<file path="src/rtl/mwr_pkg.sv">
// ----------------------------------------------------------------------------
// mwr_pkg
// Types and constants shared by the microwire eeprom read master files.
// ----------------------------------------------------------------------------
package mwr_pkg;

    localparam int unsigned PADDR_W     = 3;
    localparam int unsigned PDATA_W     = 32;
    localparam int unsigned ADDR_W      = 8;
    localparam int unsigned DATA_W      = 16;
    localparam int unsigned CMD_W       = 11;
    localparam int unsigned CNT_W       = 5;
    localparam int unsigned WAIT_W      = 8;
    localparam int unsigned OPCODE_W    = 3;
    localparam int unsigned ADDR_SMALL  = 6;
    localparam int unsigned ADDR_LARGE  = 8;

    localparam logic [WAIT_W-1:0] GRANT_TIMEOUT_RST = 8'd100;

    // register index, taken from paddr[2]
    typedef enum logic
    {
        REG_LARGE_DEVICE  = 1'b0,
        REG_GRANT_TIMEOUT = 1'b1
    } reg_idx_t;

    // sequencer phases, one-hot
    typedef enum logic [11:0]
    {
        PH_IDLE     = 12'b0000_0000_0001,
        PH_WAIT     = 12'b0000_0000_0010,
        PH_CMD_LOW  = 12'b0000_0000_0100,
        PH_CMD_HIGH = 12'b0000_0000_1000,
        PH_CMD_END  = 12'b0000_0001_0000,
        PH_DAT_HIGH = 12'b0000_0010_0000,
        PH_DAT_LOW  = 12'b0000_0100_0000,
        PH_SB1      = 12'b0000_1000_0000,
        PH_SB2      = 12'b0001_0000_0000,
        PH_SB3      = 12'b0010_0000_0000,
        PH_SB4      = 12'b0100_0000_0000,
        PH_FINISH   = 12'b1000_0000_0000
    } phase_t;

    typedef struct packed
    {
        logic              large_device;
        logic [WAIT_W-1:0] grant_timeout;
    } cfg_t;

    typedef struct packed
    {
        logic rq;
        logic di;
        logic sk;
        logic cs;
    } pins_t;

    typedef struct packed
    {
        logic              start_req;
        logic [ADDR_W-1:0] word_address;
        logic              grant;
        logic              serial_in;
    } req_t;

    typedef struct packed
    {
        logic              chip_select;
        logic              serial_clock;
        logic              serial_out;
        logic              request;
        logic              busy_res;
        logic              done_res;
        logic              failed;
        logic [DATA_W-1:0] read_data;
    } res_t;

endpackage

</file>
<file path="src/rtl/mwr_if.sv">
// ----------------------------------------------------------------------------
// mwr_if
// Tick and result channels of the microwire eeprom read master.
// ----------------------------------------------------------------------------
interface mwr_req_if
    import mwr_pkg::*;
();
    logic              valid;
    logic              ready;
    logic              start_req;
    logic [ADDR_W-1:0] word_address;
    logic              grant;
    logic              serial_in;

    modport source (output valid, start_req, word_address, grant, serial_in, input ready);
    modport sink   (input valid, start_req, word_address, grant, serial_in, output ready);
endinterface

interface mwr_res_if
    import mwr_pkg::*;
();
    logic              valid;
    logic              ready;
    logic              chip_select;
    logic              serial_clock;
    logic              serial_out;
    logic              request;
    logic              busy_res;
    logic              done_res;
    logic              failed;
    logic [DATA_W-1:0] read_data;

    modport source (output valid, chip_select, serial_clock, serial_out, request, busy_res,
                    done_res, failed, read_data, input ready);
    modport sink   (input valid, chip_select, serial_clock, serial_out, request, busy_res,
                    done_res, failed, read_data, output ready);
endinterface

</file>
<file path="src/rtl/microwire_eeprom_read_master.sv">
// ----------------------------------------------------------------------------
// microwire_eeprom_read_master
// Tick-driven master for a microwire serial eeprom word read.
// ----------------------------------------------------------------------------
// usage
//   req_ch carries one tick per transaction: start_req, word_address, the
//   arbiter grant and the eeprom data out pin. res_ch returns exactly one
//   transaction per tick with the pin levels (chip_select, serial_clock,
//   serial_out), the bus request, busy, a done pulse, the failure flag and
//   the data shift register.
//   a start in idle raises request and waits up to grant_timeout+1 ticks
//   for grant; then the 3-bit read opcode and 6 or 8 address bits go out
//   msb first, 16 data bits are clocked in and the standby pin sequence
//   runs before done. after the grant tick a read takes 2*(3+8+16)+6 = 60
//   more ticks with an 8-bit address (56 with 6), done on the last of them.
//   the result of a tick is registered in the output register on the edge
//   that accepts it. throughput: one tick per cycle unless res_ch stalls;
//   the sequencer state and the output register update on the same edge.
//   stall: req_ch.ready follows res_ch.ready while a result is held, so
//   a stalled receiver freezes the sequence; nothing is lost or repeated.
//   reset: the sequencer returns to idle with all pins low, no result is
//   pending, large_device clears and grant_timeout reloads to 100.
//   config writes through the apb port are only expected while idle.
// ----------------------------------------------------------------------------
module microwire_eeprom_read_master
    import mwr_pkg::*;
#(
    parameter int unsigned READ_OPCODE = 6,
    parameter int unsigned DATA_BITS   = 16
)
(
    input  logic               clk,
    input  logic               rst_n,
    mwr_req_if.sink            req_ch,
    mwr_res_if.source          res_ch,
    input  logic               psel,
    input  logic               penable,
    input  logic               pwrite,
    input  logic [PADDR_W-1:0] paddr,
    input  logic [PDATA_W-1:0] pwdata,
    output logic [PDATA_W-1:0] prdata,
    output logic               pready
);

    cfg_t cfg;
    req_t req;
    res_t res_next;
    res_t res_reg;
    logic res_valid_reg;
    logic accept;

    // configuration registers
    mwr_regs u_regs
    (
        .clk     (clk),
        .rst_n   (rst_n),
        .psel    (psel),
        .penable (penable),
        .pwrite  (pwrite),
        .paddr   (paddr),
        .pwdata  (pwdata),
        .prdata  (prdata),
        .pready  (pready),
        .cfg     (cfg)
    );

    // tick payload gathered into one struct
    assign req.start_req    = req_ch.start_req;
    assign req.word_address = req_ch.word_address;
    assign req.grant        = req_ch.grant;
    assign req.serial_in    = req_ch.serial_in;

    // take a tick whenever the output register is empty or being drained
    assign req_ch.ready = !res_valid_reg || res_ch.ready;
    assign accept       = req_ch.valid && req_ch.ready;

    // sequencer state advances only on an accepted tick
    mwr_seq #(
        .READ_OPCODE (READ_OPCODE),
        .DATA_BITS   (DATA_BITS)
    ) u_seq
    (
        .clk   (clk),
        .rst_n (rst_n),
        .step  (accept),
        .req   (req),
        .cfg   (cfg),
        .res   (res_next)
    );

    // output register, one result transaction per tick
    always_ff @(posedge clk or negedge rst_n)
    begin
        if (!rst_n)
        begin
            res_valid_reg <= 1'b0;
        end
        else if (accept)
        begin
            res_valid_reg <= 1'b1;
        end
        else if (res_ch.ready)
        begin
            res_valid_reg <= 1'b0;
        end
    end

    // payload needs no reset
    always_ff @(posedge clk)
    begin
        if (accept)
        begin
            res_reg <= res_next;
        end
    end

    assign res_ch.valid        = res_valid_reg;
    assign res_ch.chip_select  = res_reg.chip_select;
    assign res_ch.serial_clock = res_reg.serial_clock;
    assign res_ch.serial_out   = res_reg.serial_out;
    assign res_ch.request      = res_reg.request;
    assign res_ch.busy_res     = res_reg.busy_res;
    assign res_ch.done_res     = res_reg.done_res;
    assign res_ch.failed       = res_reg.failed;
    assign res_ch.read_data    = res_reg.read_data;

endmodule

</file>
<file path="src/rtl/mwr_regs.sv">
// ----------------------------------------------------------------------------
// mwr_regs
// APB configuration registers: device size and grant timeout.
// ----------------------------------------------------------------------------
module mwr_regs
    import mwr_pkg::*;
(
    input  logic               clk,
    input  logic               rst_n,
    input  logic               psel,
    input  logic               penable,
    input  logic               pwrite,
    input  logic [PADDR_W-1:0] paddr,
    input  logic [PDATA_W-1:0] pwdata,
    output logic [PDATA_W-1:0] prdata,
    output logic               pready,
    output cfg_t               cfg
);

    cfg_t     cfg_reg;
    logic     wr_en;
    reg_idx_t idx;

    assign pready = 1'b1;
    assign wr_en  = psel && penable && pwrite;
    assign idx    = reg_idx_t'(paddr[2]);
    assign cfg    = cfg_reg;

    always_ff @(posedge clk or negedge rst_n)
    begin
        if (!rst_n)
        begin
            cfg_reg.large_device  <= 1'b0;
            cfg_reg.grant_timeout <= GRANT_TIMEOUT_RST;
        end
        else if (wr_en)
        begin
            case (idx)
                REG_LARGE_DEVICE:  cfg_reg.large_device  <= pwdata[0];
                REG_GRANT_TIMEOUT: cfg_reg.grant_timeout <= pwdata[WAIT_W-1:0];
                default:           cfg_reg <= cfg_reg;
            endcase
        end
    end

    always_comb
    begin
        case (idx)
            REG_LARGE_DEVICE:  prdata = {{(PDATA_W-1){1'b0}}, cfg_reg.large_device};
            REG_GRANT_TIMEOUT: prdata = {{(PDATA_W-WAIT_W){1'b0}}, cfg_reg.grant_timeout};
            default:           prdata = '0;
        endcase
    end

endmodule

</file>
<file path="src/rtl/mwr_seq.sv">
// ----------------------------------------------------------------------------
// mwr_seq
// Pin sequencer: advances one edge of the read sequence per accepted tick.
// ----------------------------------------------------------------------------
module mwr_seq
    import mwr_pkg::*;
#(
    parameter int unsigned READ_OPCODE = 6,
    parameter int unsigned DATA_BITS   = 16
)
(
    input  logic clk,
    input  logic rst_n,
    input  logic step,
    input  req_t req,
    input  cfg_t cfg,
    output res_t res
);

    localparam logic [OPCODE_W-1:0] OPC      = OPCODE_W'(READ_OPCODE);
    localparam logic [CNT_W-1:0]    DATA_CNT = CNT_W'(DATA_BITS % 32);

    phase_t              phase_reg, phase_next;
    logic [CNT_W-1:0]    bit_cnt_reg, bit_cnt_next;
    logic [CMD_W-1:0]    cmd_shift_reg, cmd_shift_next;
    logic [DATA_W-1:0]   data_shift_reg, data_shift_next;
    logic [WAIT_W-1:0]   wait_cnt_reg, wait_cnt_next;
    pins_t               pins_reg, pins_next;
    logic [ADDR_W-1:0]   addr_reg, addr_next;

    logic [CNT_W-2:0]    bit_pos;
    logic [CMD_W-1:0]    cmd_window;
    logic                cmd_bit;
    logic [CNT_W-1:0]    bit_cnt_dec;
    logic                busy, done, fail;

    // command bit under the counter, msb first
    assign bit_pos     = bit_cnt_reg[CNT_W-2:0] - 1'b1;
    assign cmd_window  = cmd_shift_reg >> bit_pos;
    assign cmd_bit     = cmd_window[0];
    assign bit_cnt_dec = bit_cnt_reg - 1'b1;

    always_comb
    begin
        phase_next      = phase_reg;
        bit_cnt_next    = bit_cnt_reg;
        cmd_shift_next  = cmd_shift_reg;
        data_shift_next = data_shift_reg;
        wait_cnt_next   = wait_cnt_reg;
        pins_next       = pins_reg;
        addr_next       = addr_reg;
        busy            = 1'b1;
        done            = 1'b0;
        fail            = 1'b0;

        case (phase_reg)
            PH_IDLE:
            begin
                if (req.start_req)
                begin
                    addr_next     = req.word_address;
                    wait_cnt_next = '0;
                    pins_next.rq  = 1'b1;
                    phase_next    = PH_WAIT;
                end
                else
                begin
                    busy = 1'b0;
                end
            end
            PH_WAIT:
            begin
                if (req.grant)
                begin
                    if (cfg.large_device)
                    begin
                        cmd_shift_next = {OPC, addr_reg};
                        bit_cnt_next   = CNT_W'(OPCODE_W + ADDR_LARGE);
                    end
                    else
                    begin
                        cmd_shift_next = {2'b00, OPC, addr_reg[ADDR_SMALL-1:0]};
                        bit_cnt_next   = CNT_W'(OPCODE_W + ADDR_SMALL);
                    end
                    pins_next.cs = 1'b1;
                    pins_next.sk = 1'b0;
                    pins_next.di = 1'b0;
                    phase_next   = PH_CMD_LOW;
                end
                else if (wait_cnt_reg >= cfg.grant_timeout)
                begin
                    pins_next.rq = 1'b0;
                    busy         = 1'b0;
                    done         = 1'b1;
                    fail         = 1'b1;
                    phase_next   = PH_IDLE;
                end
                else
                begin
                    wait_cnt_next = wait_cnt_reg + 1'b1;
                end
            end
            PH_CMD_LOW:
            begin
                pins_next.cs = 1'b1;
                pins_next.sk = 1'b0;
                pins_next.di = cmd_bit;
                phase_next   = PH_CMD_HIGH;
            end
            PH_CMD_HIGH:
            begin
                pins_next.cs = 1'b1;
                pins_next.sk = 1'b1;
                pins_next.di = cmd_bit;
                bit_cnt_next = bit_cnt_dec;
                phase_next   = (bit_cnt_dec != '0) ? PH_CMD_LOW : PH_CMD_END;
            end
            PH_CMD_END:
            begin
                pins_next.cs    = 1'b1;
                pins_next.sk    = 1'b0;
                pins_next.di    = 1'b0;
                data_shift_next = '0;
                bit_cnt_next    = DATA_CNT;
                phase_next      = (DATA_CNT != '0) ? PH_DAT_HIGH : PH_SB1;
            end
            PH_DAT_HIGH:
            begin
                pins_next.cs = 1'b1;
                pins_next.sk = 1'b1;
                pins_next.di = 1'b0;
                phase_next   = PH_DAT_LOW;
            end
            PH_DAT_LOW:
            begin
                pins_next.cs    = 1'b1;
                pins_next.sk    = 1'b0;
                pins_next.di    = 1'b0;
                data_shift_next = {data_shift_reg[DATA_W-2:0], req.serial_in};
                bit_cnt_next    = bit_cnt_dec;
                phase_next      = (bit_cnt_dec != '0) ? PH_DAT_HIGH : PH_SB1;
            end
            PH_SB1:
            begin
                pins_next.cs = 1'b0;
                pins_next.sk = 1'b0;
                pins_next.di = 1'b0;
                phase_next   = PH_SB2;
            end
            PH_SB2:
            begin
                pins_next.cs = 1'b0;
                pins_next.sk = 1'b1;
                pins_next.di = 1'b0;
                phase_next   = PH_SB3;
            end
            PH_SB3:
            begin
                pins_next.cs = 1'b1;
                pins_next.sk = 1'b1;
                pins_next.di = 1'b0;
                phase_next   = PH_SB4;
            end
            PH_SB4:
            begin
                pins_next.cs = 1'b1;
                pins_next.sk = 1'b0;
                pins_next.di = 1'b0;
                phase_next   = PH_FINISH;
            end
            default:
            begin
                pins_next.rq = 1'b0;
                busy         = 1'b0;
                done         = 1'b1;
                phase_next   = PH_IDLE;
            end
        endcase
    end

    always_ff @(posedge clk or negedge rst_n)
    begin
        if (!rst_n)
        begin
            phase_reg      <= PH_IDLE;
            bit_cnt_reg    <= '0;
            cmd_shift_reg  <= '0;
            data_shift_reg <= '0;
            wait_cnt_reg   <= '0;
            pins_reg       <= '0;
            addr_reg       <= '0;
        end
        else if (step)
        begin
            phase_reg      <= phase_next;
            bit_cnt_reg    <= bit_cnt_next;
            cmd_shift_reg  <= cmd_shift_next;
            data_shift_reg <= data_shift_next;
            wait_cnt_reg   <= wait_cnt_next;
            pins_reg       <= pins_next;
            addr_reg       <= addr_next;
        end
    end

    always_comb
    begin
        res.chip_select  = pins_next.cs;
        res.serial_clock = pins_next.sk;
        res.serial_out   = pins_next.di;
        res.request      = pins_next.rq;
        res.busy_res     = busy;
        res.done_res     = done;
        res.failed       = fail;
        res.read_data    = data_shift_next;
    end

endmodule

</file>
<file path="src/flat_wrapper.sv">
// flat-port wrapper written by rule: the top's interface ports become plain ports
module microwire_eeprom_read_master_flat import mwr_pkg::*;
#(
    parameter int unsigned READ_OPCODE = 6,
    parameter int unsigned DATA_BITS   = 16
)
  (clk, rst_n, psel, penable, pwrite, paddr, pwdata, prdata, pready, req_ch_valid, req_ch_start_req, req_ch_word_address, req_ch_grant, req_ch_serial_in, req_ch_ready, res_ch_valid, res_ch_chip_select, res_ch_serial_clock, res_ch_serial_out, res_ch_request, res_ch_busy_res, res_ch_done_res, res_ch_failed, res_ch_read_data, res_ch_ready);
  mwr_req_if req_ch_i ();
  mwr_res_if res_ch_i ();
  input  logic clk;
  input  logic rst_n;
  input  logic psel;
  input  logic penable;
  input  logic pwrite;
  input  logic [PADDR_W-1:0] paddr;
  input  logic [PDATA_W-1:0] pwdata;
  output logic [PDATA_W-1:0] prdata;
  output logic pready;
  input wire logic [$bits(req_ch_i.valid)-1:0] req_ch_valid;
  input wire logic [$bits(req_ch_i.start_req)-1:0] req_ch_start_req;
  input wire logic [$bits(req_ch_i.word_address)-1:0] req_ch_word_address;
  input wire logic [$bits(req_ch_i.grant)-1:0] req_ch_grant;
  input wire logic [$bits(req_ch_i.serial_in)-1:0] req_ch_serial_in;
  output wire logic [$bits(req_ch_i.ready)-1:0] req_ch_ready;
  output wire logic [$bits(res_ch_i.valid)-1:0] res_ch_valid;
  output wire logic [$bits(res_ch_i.chip_select)-1:0] res_ch_chip_select;
  output wire logic [$bits(res_ch_i.serial_clock)-1:0] res_ch_serial_clock;
  output wire logic [$bits(res_ch_i.serial_out)-1:0] res_ch_serial_out;
  output wire logic [$bits(res_ch_i.request)-1:0] res_ch_request;
  output wire logic [$bits(res_ch_i.busy_res)-1:0] res_ch_busy_res;
  output wire logic [$bits(res_ch_i.done_res)-1:0] res_ch_done_res;
  output wire logic [$bits(res_ch_i.failed)-1:0] res_ch_failed;
  output wire logic [$bits(res_ch_i.read_data)-1:0] res_ch_read_data;
  input wire logic [$bits(res_ch_i.ready)-1:0] res_ch_ready;
  assign req_ch_i.valid = req_ch_valid;
  assign req_ch_i.start_req = req_ch_start_req;
  assign req_ch_i.word_address = req_ch_word_address;
  assign req_ch_i.grant = req_ch_grant;
  assign req_ch_i.serial_in = req_ch_serial_in;
  assign req_ch_ready = req_ch_i.ready;
  assign res_ch_valid = res_ch_i.valid;
  assign res_ch_chip_select = res_ch_i.chip_select;
  assign res_ch_serial_clock = res_ch_i.serial_clock;
  assign res_ch_serial_out = res_ch_i.serial_out;
  assign res_ch_request = res_ch_i.request;
  assign res_ch_busy_res = res_ch_i.busy_res;
  assign res_ch_done_res = res_ch_i.done_res;
  assign res_ch_failed = res_ch_i.failed;
  assign res_ch_read_data = res_ch_i.read_data;
  assign res_ch_i.ready = res_ch_ready;
  microwire_eeprom_read_master #(.READ_OPCODE(READ_OPCODE), .DATA_BITS(DATA_BITS)) u_core (.clk(clk), .rst_n(rst_n), .req_ch(req_ch_i), .res_ch(res_ch_i), .psel(psel), .penable(penable), .pwrite(pwrite), .paddr(paddr), .pwdata(pwdata), .prdata(prdata), .pready(pready));
endmodule
</file>
<file path="config.mk">
export PLATFORM = sky130hd
export DESIGN_NAME = microwire_eeprom_read_master_flat
export DESIGN_NICKNAME = d
export VERILOG_FILES = /design/src/rtl/mwr_pkg.sv /design/src/rtl/mwr_if.sv /design/src/rtl/microwire_eeprom_read_master.sv /design/src/rtl/mwr_regs.sv /design/src/rtl/mwr_seq.sv /design/src/flat_wrapper.sv
export SDC_FILE = /design/constraint.sdc
export NUM_CORES = 1
export LEC_CHECK = 0
export BUFFER_PORTS_ARGS = -buffer_cell sky130_fd_sc_hd__buf_4
export CORE_MARGIN = 3
export CORE_UTILIZATION = 55
export DETAILED_ROUTE_END_ITERATION = 16
export PLACE_DENSITY_LB_ADDON = 0.1
export SLEW_MARGIN = 20
export SYNTH_ARGS = -nofsm -noshare
export SYNTH_HDL_FRONTEND = slang
export SYNTH_SLANG_ARGS = --single-unit
</file>
<file path="constraint.sdc">
create_clock -name clk -period 2.9 [get_ports clk]
set_input_delay 0.29 -clock clk [delete_from_list [all_inputs] [get_ports clk]]
set_output_delay 0.29 -clock clk [all_outputs]
set_load 0.05 [all_outputs]
</file>
Word-level counts from Yosys, hierarchy flattened:

Cells that the tools add are included.

* $add $sub $neg: 3
* $lt $le $gt $ge: 1
* eq/ne operators: 16
* shift operators: 1
* muxes and demuxes: 31
* bitwise gates (word level): 1
* reduce and logical (&&, ||, !) cells: 21

Operators by type and width (number)
* $pmux 12 s11: 1
* $pmux 32 s2: 1
* $mux 12: 3
* $mux 8: 4
* $pmux 16 s2: 1
* $pmux 3 s7: 1
* $pmux 8 s2: 1
* $pmux 5 s3: 1
* $eq 12x1->1 const B: 1
* $eq 12x10->1 const B: 1
* $eq 12x11->1 const B: 1
* $eq 12x2->1 const B: 1
* $eq 12x3->1 const B: 1
* $eq 12x4->1 const B: 1
* $eq 12x5->1 const B: 1
* $eq 12x6->1 const B: 1
* $eq 12x7->1 const B: 1
* $eq 12x8->1 const B: 1
* $eq 12x9->1 const B: 1
* $reduce_and 3->1: 4
* $mux 11: 1
* $shr 11x4->1: 1
* $mux 1: 10
* $mux 5: 2
* other kinds (23): 32

* register bits: 97
* input port bits: 53
* output and inout port bits: 58
* logic and storage cells: 95

Depth between registers and ports, before layout:

* depth in word-level cells: 4
* mapped depth: 8
* depth with buffers taken out: 7

Modules after synthesis:

Synthesis repeated with hierarchy kept, for this count alone.

* cell total of the unflattened synthesis: 453
* area, all modules: 5241.3 um2

Modules (own cells, without submodules)
* mwr_seq: instances 1, cells each 370, area an instance 3866.2 um2, sequential area each 1577.8 um2
* microwire_eeprom_read_master: instances 1, cells each 27, area an instance 744.5 um2, sequential area each 715.7 um2
* mwr_regs: instances 1, cells each 56, area an instance 630.6 um2, sequential area each 229.0 um2

Least setup slack after synthesis:

Ideal clock, no wire load.

* path type: reg2reg
* from: register u_core.res_valid_reg, in the netlist u_core.res_ch.valid
* to: register u_core.u_seq.bit_cnt_reg[1]
* setup time: 0.128 ns
* data arrival time: 3.165 ns
* data required time: 2.772 ns
* slack: -0.393 ns
* cell stages (with the launch flop): 8
* buffers on the path: 1
* period minus slack after synthesis: 3.293 ns
* cells stage by stage: dfrtp_1 nand2b_1 nand2_1 inv_1 clkbuf_1 nand2_1 a21o_1 mux2_1

* word-level cells in the longest chain between the ends: 4

RTL lines
* from (decl): RTL line microwire_eeprom_read_master.sv:49 `logic res_valid_reg;`
* from (signal assigned): RTL line microwire_eeprom_read_master.sv:96 `res_valid_reg <= 1'b0;`
* from (signal assigned): RTL line microwire_eeprom_read_master.sv:100 `res_valid_reg <= 1'b1;`
* from (signal assigned): RTL line microwire_eeprom_read_master.sv:104 `res_valid_reg <= 1'b0;`
* $logic_not 1->1: RTL line microwire_eeprom_read_master.sv:74 `assign req_ch.ready = !res_valid_reg || res_ch.ready;`
* $logic_or 1x1->1: RTL line microwire_eeprom_read_master.sv:74
* net req_ch_ready: RTL line flat_wrapper.sv:24 `output wire logic [$bits(req_ch_i.ready)-1:0] req_ch_ready;`
* $logic_and 1x1->1: RTL line microwire_eeprom_read_master.sv:75 `assign accept = req_ch.valid && req_ch.ready;`
* net u_core.accept: RTL line microwire_eeprom_read_master.sv:50 `logic accept;`
* $reduce_and 3->1 (no source line)
* to (signal assigned): RTL line mwr_seq.sv:196 `bit_cnt_reg <= bit_cnt_next;`
* to (decl): RTL line mwr_seq.sv:24 `logic [CNT_W-1:0] bit_cnt_reg, bit_cnt_next;`

The timed path passes the listed nets, and every way through them passes these cells.
A chain may end at the register's enable or synchronous reset.

Final worst setup path:

* from: register u_core.u_seq.phase_reg[3]
* to: register u_core.u_seq.wait_cnt_reg[1]

* word-level cells in the longest chain between the ends: 3
* elaborated cells on any way between the ends: 8
* classes of those cells: eq/ne: 5; mux: 1; reduce/logical: 2

RTL lines
* from (decl): RTL line mwr_seq.sv:23 `phase_t phase_reg, phase_next;`
* from (signal assigned): RTL line mwr_seq.sv:195 `phase_reg <= phase_next;`
* $eq 12x2->1 or $eq 12x1->1 (tied branches): RTL line mwr_seq.sv:56 `case (phase_reg)`
* $ne 2x2->1 (no source line) or $reduce_bool 2->1 (tied branches)
* $reduce_and 5->1 (no source line)
* to (signal assigned): RTL line mwr_seq.sv:199 `wait_cnt_reg <= wait_cnt_next;`
* to (decl): RTL line mwr_seq.sv:27 `logic [WAIT_W-1:0] wait_cnt_reg, wait_cnt_next;`

Parallel ways exist; a longest one is shown, timed or not.

==> key figures <==
Synth
  – Post-synth EDFFs: 23
  – Most numerous cell in the Yosys netlist: dfrtp_1
  – Post-synthesis register bit count: 96
  – Synth top area share: 33.6%
  – Syn_area_per_cell: 11.1 um2
  – Most frequent cells after synthesis: dfrtp_1 (69), a22o_1 (31), nand2_1 (29)
  – Synth unique cells: 68
  – Synth area leaders: dfrtp_1 (34%), edfxtp_1 (13%), mux2_2 (5.7%)
  – Synth Cell Area: 5130 um2
  – Area leader, netlist: dfrtp_1
  – Ys flop type: dfrtp_1
  – Cells after Synth: 463
  – Ys async rst share: 76.0%
  – Yosys warns: 0
  – Sequential area share after synthesis: 49.1%

STA
  – Final setup fails: 0
  – Pins Over Slew Limit: 0
  – Max Clk Rate: 0.377 GHz
  – Fin crit period: 2660 ps
  – RSZ-0062 raised after global routing: no
  – Final Skew: 18.6 ps
  – Setup_tns: 0 ps
  – Final period util: 91.6%
  – Final-report hold violation count: 0
  – Slew HR: 40.5%
  – Worst slew pin tran: 893 ps

Drt
  – DRC: 0
  – Total wire length: 10.4 mm
  – Post-DR wirelength/cell: 16.3 um
  – DRT iter0 DRCs: 212
  – Vias: 3824
  – Antenna viol nets, final: 0
  – Via density: 5.99
  – Pre-Repair DR Iteration Count: 5

CTS
  – Worst-path clk slew: 110 ps
  – Clock sink count: 96
  – CTS tree: done
  – Post-CTS setup buffers: 0
  – Cts repair resizes: 0
  – Htree depth: 3
  – Num CTS Buffers: 9
  – Clk_lat worst skew: 380 ps
  – Hold_buf cts: 0
  – Root Driver: clkbuf_8
  – CTS Buffer Depth: 2

Setup path
  – Critical Path AT: 2940 ps
  – Crit Path Category: reg2reg
  – RR Startpoint: u_core.u_seq.phase_reg[3]$_DFFE_PN0P_
  – Nature of the critical path endpoint: register
  – R2R Setup Slk: 240 ps
  – Worst Reg2Reg Path Length in Cells: 5
  – Worst R2R End: u_core.u_seq.wait_cnt_reg[1]$_DFFE_PN0P_
  – Worst EP required: 3190 ps
  – Worst Setup SP: u_core.u_seq.phase_reg[3]$_DFFE_PN0P_
  – CP max FO: 8
  – CP startpoint kind: register

Layout
  – Filler Cell Count: 713
  – Share of cells above drive strength 1: 27.2%
  – Diode count: 0
  – Register area: 2520 um2
  – Nets: 589
  – Area Growth Syn to Fin: 13.5%
  – Area of the multi-input gates: 2310 um2

Floorplanning
  – DIE AREA: 10500 um2
  – Die Y: 103 um
  – Initial core utilization: 57.7%
  – Die X: 103 um
  – Row count: 34
  – Core Box Area: 8890 um2
  – # IOs: 111

Global routing
  – Overall routing resource usage: 20.4%
  – Initial antenna violation count: 0
  – First-pass GRT wire length: 17.0 mm
  – Vias in the first global route: 3478
  – Largest net degree at the start of global routing: 74
  – GRT overflow: 0

Pwr
  – Total power: 0.00449 W
  – Switching part of the total: 39.1%
  – Pwr dens: 770 nW/um2
  – Switching pwr: 0.00175 W
  – Internal power: 0.00274 W
  – Worst VDD drop: 0.000486 V
  – Lkg Pwr: 2.64 nW
  – Seq pwr share: 42.9%
  – Power share of the clock group: 19.9%
  – Gate power share: 37.2%

Placed design
  – PortBufs: 59
  – DPL Wire Length: 7.36 mm
  – Placer Congestion: 0.901

Outcome
  – Status: completed

Min path
  – Hold Crit Class: in2async

Flow run
  – Max Cap Violations: 0
==> layer usage <==
metal  up-vias  track usage [%]  wire length, um
met5         -                0                0
met4         0             4.84              140
met3        13             4.74              642
met2       128             32.6             5110
met1      1882             28.4             4520
li1       1801                -                -
==> through the flow <==
| stage | std cells | worst slack [ps] | utilization (%) | cell area, um2 | hold WS [ps] |
|---|---|---|---|---|---|
| floorplan | 486 | 124 | - | 5220 | -5.59 |
| global placement | 622 | 358 | 63.2 | 5620 | 459 |
| detailed placement | 622 | 297 | 63.2 | 5620 | 467 |
| CTS | 638 | 259 | 65.5 | 5830 | 70.5 |
| global route | 638 | 113 | 65.5 | 5830 | 95.3 |
| finish | 638 | 244 | 65.5 | 5830 | 34.6 |
==> critical path: stages, from the launching register on <==
cell	delay, ps
dfrtp_1	490
or4_4	610
or4_1	740
o21a_1	310
o21ai_0	170
mux2i_1	240
==> worst max path at each step <==
stage | endpoint | cells past startpoint
after floorplan | u_core.u_seq.bit_cnt_reg[1]$_DFFE_PN0P_ | 7
final | u_core.u_seq.wait_cnt_reg[1]$_DFFE_PN0P_ | 5
after CTS | u_core.u_seq.wait_cnt_reg[1]$_DFFE_PN0P_ | 5
after detailed placement | u_core.u_seq.wait_cnt_reg[1]$_DFFE_PN0P_ | 5
after global routing | u_core.u_seq.wait_cnt_reg[0]$_DFFE_PN0P_ | 5
after global placement | u_core.u_seq.wait_cnt_reg[1]$_DFFE_PN0P_ | 5
==> cell type report <==
class | count | share of cell area [%]
inverters | 18 | 1.16
clock inverters | 7 | 1.35
clock buffers | 9 | 2.13
well taps | 108 | 2.32
multi-input cells | 322 | 39.7
repair buffers | 78 | 10.1
flip-flops and latches | 96 | 43.3
==> power by group through the flow <==
| stage | combinational, W | clock, W | sequential (W) |
|---|---|---|---|
| finish | 0.00167 | 0.000893 | 0.00192 |
| global route | 0.00186 | 0.000970 | 0.00197 |
| CTS | 0.00167 | 0.000915 | 0.00192 |
| detailed placement | 0.00165 | 0 | 0.00195 |
| global placement | 0.00162 | 0 | 0.00194 |
| floorplan | 0.00120 | 0 | 0.00199 |
==> cell usage in the layout, fill, tap and decap left out, types with 16 or more instances in the layout <==
| cell | n |
|---|---|
| a22o_1 | 31 |
| buf_4 | 78 |
| conb_1 | 25 |
| dfrtp_1 | 69 |
| edfxtp_1 | 23 |
| inv_1 | 18 |
| mux2_2 | 26 |
| nand2_1 | 29 |
| nor2_1 | 16 |
| o21ai_0 | 20 |
==> logic make-up after synthesis <==
logic type               Yosys count  share of synthesized area (%)
AND/OR/NAND/NOR                  135                           15.0
flip-flops                        96                           49.1
adder cells (fa/ha/maj)           11                           2.68
XOR/XNOR                           6                           1.02
multiplexers                      38                           8.75
buffers and inverters             68                           7.51
AO/OA/AOI/OAI                    107                           15.8
other                              2                          0.146
Note: power is estimated with default switching activity, not from simulation.
